$ cat src/tptu_pkg.sv
// ----------------------------------------------------------------------------
// tptu_pkg
// Shared types and fixed widths of the TLB and page-table address translator.
// ----------------------------------------------------------------------------
package tptu_pkg;

   // fixed field widths of the request and response channels
   localparam int VA_WIDTH    = 16;
   localparam int FRAME_WIDTH = 8;
   localparam int TOTAL_WIDTH = 32;

   // controller states, one-hot
   typedef enum logic [1:0] {
      ST_IDLE   = 2'b01,
      ST_LOOKUP = 2'b10
   } tptu_state_type;

   // commands from controller to datapath
   typedef struct packed {
      logic capture;   // latch request, issue page-table read
      logic commit;    // resolve translation, update tables and totals
   } tptu_cmd_type;

endpackage

$ cat src/tptu_ctrl.sv
// ----------------------------------------------------------------------------
// tptu_ctrl
// Sequencer: accepts a request, runs the lookup state, strobes the response.
// ----------------------------------------------------------------------------
module tptu_ctrl (
   input  logic                   clock,
   input  logic                   reset,
   input  logic                   start,
   output logic                   busy,
   output logic                   rsp_valid,
   output tptu_pkg::tptu_cmd_type cmd
);
   import tptu_pkg::*;

   tptu_state_type state_ff;
   tptu_state_type state_in;
   logic           rsp_valid_ff;
   logic           rsp_valid_in;

   // next state
   always_comb begin
      state_in    = state_ff;
      cmd.capture = 1'b0;
      cmd.commit  = 1'b0;
      unique case (state_ff)
         ST_IDLE: begin
            if (start) begin
               cmd.capture = 1'b1;
               state_in    = ST_LOOKUP;
            end
         end
         ST_LOOKUP: begin
            cmd.commit = 1'b1;
            state_in   = ST_IDLE;
         end
         default: begin
            state_in = ST_IDLE;
         end
      endcase
   end

   // response strobe follows the commit cycle
   assign rsp_valid_in = cmd.commit;

   always_ff @(posedge clock) begin
      if (reset) begin
         state_ff     <= ST_IDLE;
         rsp_valid_ff <= 1'b0;
      end else begin
         state_ff     <= state_in;
         rsp_valid_ff <= rsp_valid_in;
      end
   end

   assign busy      = (state_ff == ST_LOOKUP);
   assign rsp_valid = rsp_valid_ff;

endmodule

$ cat src/tptu_datapath.sv
// ----------------------------------------------------------------------------
// tptu_datapath
// TLB shift register with parallel compare, page-table memory with valid bits,
// frame allocator, saturating totals and registered response fields.
// ----------------------------------------------------------------------------
module tptu_datapath #(
   parameter int TLB_ENTRIES = 16,
   parameter int PAGE_COUNT  = 256,
   parameter int OFFSET_BITS = 8
) (
   input  logic                                clock,
   input  logic                                reset,
   input  tptu_pkg::tptu_cmd_type              cmd,
   input  logic [tptu_pkg::VA_WIDTH-1:0]       req_virtual_address,
   output logic [tptu_pkg::VA_WIDTH-1:0]       rsp_physical_address,
   output logic [tptu_pkg::FRAME_WIDTH-1:0]    rsp_frame_number,
   output logic                                rsp_tlb_hit,
   output logic                                rsp_page_fault,
   output logic [tptu_pkg::TOTAL_WIDTH-1:0]    rsp_address_total,
   output logic [tptu_pkg::TOTAL_WIDTH-1:0]    rsp_fault_total,
   output logic [tptu_pkg::TOTAL_WIDTH-1:0]    rsp_hit_total
);
   import tptu_pkg::*;

   localparam int PAGE_BITS = $clog2(PAGE_COUNT);
   localparam int FILL_BITS = $clog2(TLB_ENTRIES + 1);

   // page number of the incoming request, modulo the page count
   logic [PAGE_BITS-1:0] req_page;
   assign req_page = PAGE_BITS'(req_virtual_address >> OFFSET_BITS);

   // captured request and page-table read data
   logic [PAGE_BITS-1:0]   page_ff;
   logic [OFFSET_BITS-1:0] offset_ff;
   logic [PAGE_BITS-1:0]   pt_frame_ff;
   logic                   pt_hit_ff;

   // page table storage
   logic [PAGE_BITS-1:0]   pt_mem [PAGE_COUNT];
   logic [PAGE_COUNT-1:0]  pt_valid_ff;
   logic [PAGE_COUNT-1:0]  pt_valid_in;

   // tlb storage, newest entry at index zero
   logic [PAGE_BITS-1:0]   tlb_tag_ff   [TLB_ENTRIES];
   logic [PAGE_BITS-1:0]   tlb_frame_ff [TLB_ENTRIES];
   logic [FILL_BITS-1:0]   tlb_fill_ff;
   logic [FILL_BITS-1:0]   tlb_fill_in;

   // frame allocator and totals
   logic [PAGE_BITS:0]     next_frame_ff;
   logic [PAGE_BITS:0]     next_frame_in;
   logic [TOTAL_WIDTH-1:0] addr_total_ff;
   logic [TOTAL_WIDTH-1:0] addr_total_in;
   logic [TOTAL_WIDTH-1:0] fault_total_ff;
   logic [TOTAL_WIDTH-1:0] fault_total_in;
   logic [TOTAL_WIDTH-1:0] hit_total_ff;
   logic [TOTAL_WIDTH-1:0] hit_total_in;

   // response registers
   logic [VA_WIDTH-1:0]    phys_ff;
   logic [FRAME_WIDTH-1:0] frame_out_ff;
   logic                   hit_out_ff;
   logic                   fault_out_ff;

   // lookup decision
   logic                   tlb_match;
   logic [PAGE_BITS-1:0]   tlb_frame;
   logic                   miss_fault;
   logic                   do_fault;
   logic [PAGE_BITS-1:0]   frame_sel;

   // page-table read on capture, write of new mapping on fault
   always_ff @(posedge clock) begin
      if (cmd.capture) begin
         page_ff     <= req_page;
         offset_ff   <= req_virtual_address[OFFSET_BITS-1:0];
         pt_frame_ff <= pt_mem[req_page];
         pt_hit_ff   <= pt_valid_ff[req_page];
      end
      if (do_fault) begin
         pt_mem[page_ff] <= frame_sel;
      end
   end

   // parallel tag compare over the filled entries, highest index wins
   always_comb begin
      tlb_match = 1'b0;
      tlb_frame = '0;
      for (int i = 0; i < TLB_ENTRIES; i++) begin
         if ((FILL_BITS'(i) < tlb_fill_ff) && (tlb_tag_ff[i] == page_ff)) begin
            tlb_match = 1'b1;
            tlb_frame = tlb_frame_ff[i];
         end
      end
   end

   // choose source of the frame
   assign miss_fault = !tlb_match && !pt_hit_ff;
   assign do_fault   = cmd.commit && miss_fault;

   always_comb begin
      if (tlb_match) begin
         frame_sel = tlb_frame;
      end else if (pt_hit_ff) begin
         frame_sel = pt_frame_ff;
      end else begin
         frame_sel = next_frame_ff[PAGE_BITS-1:0];
      end
   end

   // next values of control state
   always_comb begin
      pt_valid_in = pt_valid_ff;
      if (do_fault) begin
         pt_valid_in[page_ff] = 1'b1;
      end
   end

   assign tlb_fill_in   = (do_fault && (tlb_fill_ff != FILL_BITS'(TLB_ENTRIES)))
                          ? tlb_fill_ff + 1'b1 : tlb_fill_ff;
   assign next_frame_in = do_fault ? next_frame_ff + 1'b1 : next_frame_ff;

   // saturating totals
   assign addr_total_in  = (cmd.commit && (addr_total_ff != '1))
                           ? addr_total_ff + 1'b1 : addr_total_ff;
   assign fault_total_in = (do_fault && (fault_total_ff != '1))
                           ? fault_total_ff + 1'b1 : fault_total_ff;
   assign hit_total_in   = (cmd.commit && tlb_match && (hit_total_ff != '1))
                           ? hit_total_ff + 1'b1 : hit_total_ff;

   always_ff @(posedge clock) begin
      if (reset) begin
         pt_valid_ff    <= '0;
         tlb_fill_ff    <= '0;
         next_frame_ff  <= '0;
         addr_total_ff  <= '0;
         fault_total_ff <= '0;
         hit_total_ff   <= '0;
      end else begin
         pt_valid_ff    <= pt_valid_in;
         tlb_fill_ff    <= tlb_fill_in;
         next_frame_ff  <= next_frame_in;
         addr_total_ff  <= addr_total_in;
         fault_total_ff <= fault_total_in;
         hit_total_ff   <= hit_total_in;
      end
   end

   // tlb fifo: push new mapping at the front, oldest falls off the back
   always_ff @(posedge clock) begin
      if (do_fault) begin
         tlb_tag_ff[0]   <= page_ff;
         tlb_frame_ff[0] <= frame_sel;
         for (int i = 1; i < TLB_ENTRIES; i++) begin
            tlb_tag_ff[i]   <= tlb_tag_ff[i-1];
            tlb_frame_ff[i] <= tlb_frame_ff[i-1];
         end
      end
   end

   // response fields
   always_ff @(posedge clock) begin
      if (cmd.commit) begin
         phys_ff      <= VA_WIDTH'({frame_sel, offset_ff});
         frame_out_ff <= FRAME_WIDTH'(frame_sel);
         hit_out_ff   <= tlb_match;
         fault_out_ff <= miss_fault;
      end
   end

   assign rsp_physical_address = phys_ff;
   assign rsp_frame_number     = frame_out_ff;
   assign rsp_tlb_hit          = hit_out_ff;
   assign rsp_page_fault       = fault_out_ff;
   assign rsp_address_total    = addr_total_ff;
   assign rsp_fault_total      = fault_total_ff;
   assign rsp_hit_total        = hit_total_ff;

endmodule

$ cat src/tlb_page_table_translator_unit.sv
// ----------------------------------------------------------------------------
// tlb_page_table_translator_unit
// The response strobe is registered from the commit in the lookup state, which
// the accepting edge enters; the response fields are registered with it.
// No new address is taken while busy in the lookup state, in which a fault
// writes back the page-table entry that was read in the capture cycle.
// The receiver cannot stall; each response is shown for exactly one cycle.
// Reset clears tlb fill, page valid bits, frame allocator and all totals.
// ----------------------------------------------------------------------------
module tlb_page_table_translator_unit #(
   parameter int TLB_ENTRIES = 16,
   parameter int PAGE_COUNT  = 256,
   parameter int OFFSET_BITS = 8
) (
   input  logic                                clock,
   input  logic                                reset,
   input  logic                                start,
   output logic                                busy,
   input  logic [tptu_pkg::VA_WIDTH-1:0]       req_virtual_address,
   output logic                                rsp_valid,
   output logic [tptu_pkg::VA_WIDTH-1:0]       rsp_physical_address,
   output logic [tptu_pkg::FRAME_WIDTH-1:0]    rsp_frame_number,
   output logic                                rsp_tlb_hit,
   output logic                                rsp_page_fault,
   output logic [tptu_pkg::TOTAL_WIDTH-1:0]    rsp_address_total,
   output logic [tptu_pkg::TOTAL_WIDTH-1:0]    rsp_fault_total,
   output logic [tptu_pkg::TOTAL_WIDTH-1:0]    rsp_hit_total
);
   import tptu_pkg::*;

   tptu_cmd_type cmd;

   // sequencer
   tptu_ctrl u_ctrl (
      .clock     (clock),
      .reset     (reset),
      .start     (start),
      .busy      (busy),
      .rsp_valid (rsp_valid),
      .cmd       (cmd)
   );

   // translation datapath
   tptu_datapath #(
      .TLB_ENTRIES (TLB_ENTRIES),
      .PAGE_COUNT  (PAGE_COUNT),
      .OFFSET_BITS (OFFSET_BITS)
   ) u_datapath (
      .clock                (clock),
      .reset                (reset),
      .cmd                  (cmd),
      .req_virtual_address  (req_virtual_address),
      .rsp_physical_address (rsp_physical_address),
      .rsp_frame_number     (rsp_frame_number),
      .rsp_tlb_hit          (rsp_tlb_hit),
      .rsp_page_fault       (rsp_page_fault),
      .rsp_address_total    (rsp_address_total),
      .rsp_fault_total      (rsp_fault_total),
      .rsp_hit_total        (rsp_hit_total)
   );

endmodule

$ cat config.mk
export PLATFORM = sky130hd
export DESIGN_NAME = tlb_page_table_translator_unit
export DESIGN_NICKNAME = d
export VERILOG_FILES = /design/src/tptu_pkg.sv /design/src/tptu_ctrl.sv /design/src/tptu_datapath.sv /design/src/tlb_page_table_translator_unit.sv
export SDC_FILE = /design/constraint.sdc
export NUM_CORES = 2
export LEC_CHECK = 0
export BUFFER_PORTS_ARGS = -buffer_cell sky130_fd_sc_hd__buf_2
export CAP_MARGIN = 20
export CORE_ASPECT_RATIO = 1.75
export CORE_UTILIZATION = 49
export CTS_BUF_LIST = sky130_fd_sc_hd__clkbuf_8 sky130_fd_sc_hd__clkbuf_16
export DETAILED_ROUTE_END_ITERATION = 6
export HOLD_SLACK_MARGIN = 0.08
export PLACE_DENSITY = 0.74
export RECOVER_POWER = 50
export SETUP_SLACK_MARGIN = 0.3
export SYNTH_ARGS = -nofsm -noshare
export SYNTH_HDL_FRONTEND = slang
export SYNTH_SLANG_ARGS = --single-unit
$ cat constraint.sdc
create_clock -name clock -period 15 [get_ports clock]
set_input_delay 0 -clock clock [delete_from_list [all_inputs] [get_ports clock]]
set_output_delay 0 -clock clock [all_outputs]
set_load 0.05 [all_outputs]
==> flow_metrics.py <==
metrics = {
    "critical_path": {
        "reg_to_reg_start": "u_datapath.page_ff[6]$_DFFE_PP_",
        "crit_path_cell_trace": "clkbuf_1, xnor2_1, nand4_1, nor3_1, or2_0, nor4_1, nand3_4, clkbuf_1, clkbuf_1, buf_4, buf_4, or2_2, nor2_1",
        "data_arrival_at_the_endpoint_of_the_critical_path_ns": 11.20,
        "worst-path-max-fanout": 66,
        "capturing_element_type_of_the_critical_path": "flop",
        "crit_path_start_kind": "flop",
        "timing.setup.critical_path_class": "reg -> reg",
        "ff2ff_setup_slack_ns": 4.29,
        "cpLargestDelayFamily": "buffers and inverters",
        "worst_path_most_repeated_cell": "clkbuf_1",
        "cp_slowest_stage_delay_ns": 2.06,
        "critical_path_buf_inv_count": 5,
        "critical_path.slowest_cell": "clkbuf_1",
        "cp.required_ns": 15.49,
        "regToRegEndpoint": "u_datapath.pt_mem[125][3]$_DFFE_PP_",
        "timing.reg2reg.worst_path_depth": 13,
    },
    "timing": {
        "max_freq_ghz": 0.0934,
        "slew_headroom_pct": -302,
        "worst_clock_skew_ns": 0.0610,
        "worst-slew-pin-transition_ns": 6.04,
        "timing.final.hold_violations": 0,
        "min_period_over_period_pct": 71.4,
        "grt_setup_unrepaired": "no",
        "timing_max_transition_violations_final": 995,
        "finalWorstPathRequiredPeriod_ns": 10.71,
        "setup_total_negative_slack_ns": 0,
        "timing.hold.ws_ns": 0.356,
        "count_of_final_setup_violators": 0,
    },
    "route": {
        "wirelength_um": 268000,
        "first_pass_iters": 7,
        "routedWlPerCell_um": 30.4,
        "post_drt_via_cell_ratio": 6.28,
        "vias": 55300,
        "initialDrtViolationCount": 6228,
        "drt.antenna.violating_nets": 0,
        "detail_route.drc_violations": 2,
    },
    "worst_hold_path": {
        "min-delay-path-class": "in -> reg",
        "worstHoldPathCells": 3,
        "hold_path_end": "u_datapath.offset_ff[6]$_DFFE_PP_",
        "holdCritStartpoint": "req_virtual_address[6]",
    },
    "clock_network": {
        "clockRootBuffer": "clkbuf_16",
        "clock_sinks": 2715,
        "ctsResizeCount": 0,
        "cts-root-to-sink-buffers": 4,
        "clkLatencyLatePin_ns": 0.89,
        "cts.htree.levels": 4,
        "holdBufCountCts": 28,
        "cts_tree": "yes",
        "cts_inserted_buffers": 224,
        "clkTransAtPathRegs_ns": 0.07,
        "postCtsSetupRepairBufs": 0,
    },
    "placed_design": {
        "hpwlAfterDp_um": 168000,
        "gp_congestion": 0.915,
        "placement.io_buffers": 142,
    },
    "grt": {
        "grt_overflow_total": 0,
        "via_count_of_the_first_global_routing_pass": 56500,
        "antenna_found_initial": 15,
        "pin_count_of_the_biggest_net_entering_global_routing": 206,
        "grt_pass1_wl_um": 389000,
        "global_route_usage_over_all_layers_pct": 24.3,
    },
    "status": {
        "outcome": "complete, but fails checks",
        "violations": "design-rule violations, max-capacitance violations, max-slew violations",
    },
    "synth": {
        "syn_area_per_cell_um2": 19.5,
        "synth.cell_area_um2": 106000,
        "yosysTopAreaCell": "edfxtp_1",
        "synth.net_count": 5453,
        "synth_edf_count": 2347,
        "yosys.area.top_type_share_pct": 66.5,
        "synth_warnings": 0,
        "number_of_storage_elements_in_the_synthesis_netlist": 2715,
        "synthDistinctLibCells": 77,
        "ys.flop_type": "edfxtp_1",
        "ys_seq_area_share_pct": 73.4,
        "ys_top_cells_by_area": "edfxtp_1 66%, mux4_2 15%, dfxtp_1 6.9%, o21a_1 1.6%, nor3_1 1.2%",
        "post_synth_inst_count": 5428,
        "postSynth.asyncResetShare_pct": 0,
    },
    "pwr": {
        "power_leakage_nw": 37.0,
        "internal_power_w": 0.0119,
        "p_sw_w": 0.00315,
        "vdd.ir_drop.worst_v": 0.000102,
        "power_frac_seq_pct": 54.7,
        "power_density_nw_per_um2": 127,
        "switching_part_of_the_total_pct": 20.9,
        "share_clk_of_total_power_pct": 40.7,
        "p_comb_share_pct": 4.7,
    },
    "floorplanning": {
        "die_w_um": 354,
        "die_height_um": 617,
        "core.rowCount": 225,
        "floorplan.die_area_um2": 218000,
        "floorplan.initialDensity_pct": 49.4,
        "placeableCoreArea_um2": 215000,
        "num_io_pins": 143,
    },
    "layout": {
        "drive_gt1_share_pct": 22.4,
        "area_growth_pct": 11.9,
        "finalNetCount": 5810,
    },
    "flow_run": {
        "max_cap_viols": 26,
    },
}
[layout make-up]
cell class,instances,area [µm²]
fillers,15800,96100
flip-flops and latches,2715,77800
multi-input cells,2339,26600
clock buffers,244,5940
well taps,2837,3550
repair buffers,487,2900
clock inverters,165,1720
inverters,18,82.6
diodes,5,12.5
[metal layers]
layer  GRT usage (%)  up-vias  wire (µm)
met3            3.37      659      17600
li1                -    23000          -
met1            27.8    29000      89700
met4            13.8        6      18200
met2            43.5     2632     142000
met5               0        -         38
[cells in the mapped netlist, types with 48 or more instances]
cell and instances:
dfxtp_1 368, a22oi_1 72, clkbuf_1 220, nor3_1 249
edfxtp_1 2347, nor2_1 170, xnor2_1 105, nand2_1 92
mux4_2 720, o21a_1 227, xor2_1 77, buf_1 80
nand3_1 81, a21oi_1 88, nand4_1 48
[flip-flops by register name, summed over array words and instances, names as in the netlist, 32 cells and up]
name	count
u_datapath.rsp_address_total	32
u_datapath.pt_mem	2048
u_datapath.rsp_fault_total	32
u_datapath.pt_valid_ff	256
u_datapath.tlb_tag_ff	128
u_datapath.tlb_frame_ff	128
u_datapath.rsp_hit_total	32
[how the worst max path moves through the flow]
| stage | start | to | slack (ns) | cells past startpoint |
|---|---|---|---|---|
| after floorplan | u_datapath.page_ff[7]$_DFFE_PP_ | u_datapath.pt_mem[0][6]$_DFFE_PP_ | 3.58 | 11 |
| after global placement | u_datapath.page_ff[2]$_DFFE_PP_ | u_datapath.pt_mem[9][5]$_DFFE_PP_ | 8.55 | 11 |
| after detailed placement | u_datapath.page_ff[2]$_DFFE_PP_ | u_datapath.pt_mem[98][4]$_DFFE_PP_ | 8.26 | 10 |
| after CTS | u_datapath.page_ff[2]$_DFFE_PP_ | u_datapath.pt_mem[115][4]$_DFFE_PP_ | 8.21 | 10 |
| after global routing | u_datapath.page_ff[6]$_DFFE_PP_ | u_datapath.pt_mem[125][4]$_DFFE_PP_ | 4.07 | 13 |
| final | u_datapath.page_ff[6]$_DFFE_PP_ | u_datapath.pt_mem[125][3]$_DFFE_PP_ | 4.29 | 13 |
[kinds of logic after synthesis]
family / after synthesis / share of synthesized area [%]
XOR/XNOR: 187 / 1.58
buffers and inverters: 374 / 1.58
flip-flops: 2715 / 73.4
adder cells (fa/ha/maj): 6 / 0.0708
AO/OA/AOI/OAI: 581 / 3.88
AND/OR/NAND/NOR: 831 / 4.06
multiplexers: 734 / 15.4
[through the flow]
step                      power [W]  worst slack, ns  std cells  util, %  cell area (µm²)
after floorplan             0.00888             3.58       5428        -           106000
after global placement      0.00907             8.55       8340     51.8           111000
after detailed placement    0.00909             8.26       8351     51.8           111000
after CTS                    0.0151             8.21       8788     55.5           119000
after global routing         0.0154             4.07       8806     55.2           119000
final                        0.0151             4.29       8810     55.3           119000
[worst register-to-register path, cell delays in order, from the launching register on]
cell	delay [ns]
edfxtp_1	0.37
clkbuf_1	1.32
xnor2_1	0.22
nand4_1	0.24
nor3_1	0.93
or2_0	0.23
nor4_1	0.21
nand3_4	0.15
clkbuf_1	2.06
clkbuf_1	2.11
buf_4	0.95
buf_4	0.93
or2_2	0.41
nor2_1	0.20
[power by group through the flow]
| stage | clock network (W) | registers, W | logic (W) |
|---|---|---|---|
| final | 0.00612 | 0.00824 | 0.000700 |
| after global routing | 0.00643 | 0.00823 | 0.000726 |
| after CTS | 0.00619 | 0.00823 | 0.000697 |
| after detailed placement | 0 | 0.00840 | 0.000689 |
| after global placement | 0 | 0.00840 | 0.000677 |
| after floorplan | 0 | 0.00845 | 0.000431 |
[cell usage in the layout (no fill, tap or decap), types with 42 or more instances in the layout]
master,count
nor2_1,169
buf_4,181
nand2_1,91
inv_1,44
dfxtp_1,368
o21a_1,227
a21oi_1,88
o21ai_0,42
a22oi_1,72
mux4_2,720
clkbuf_16,229
xor2_1,77
clkbuf_1,245
xnor2_1,105
edfxtp_1,2347
nand4_1,48
nor3_1,247
nand3_1,78
(Power assumes the default switching activity.)
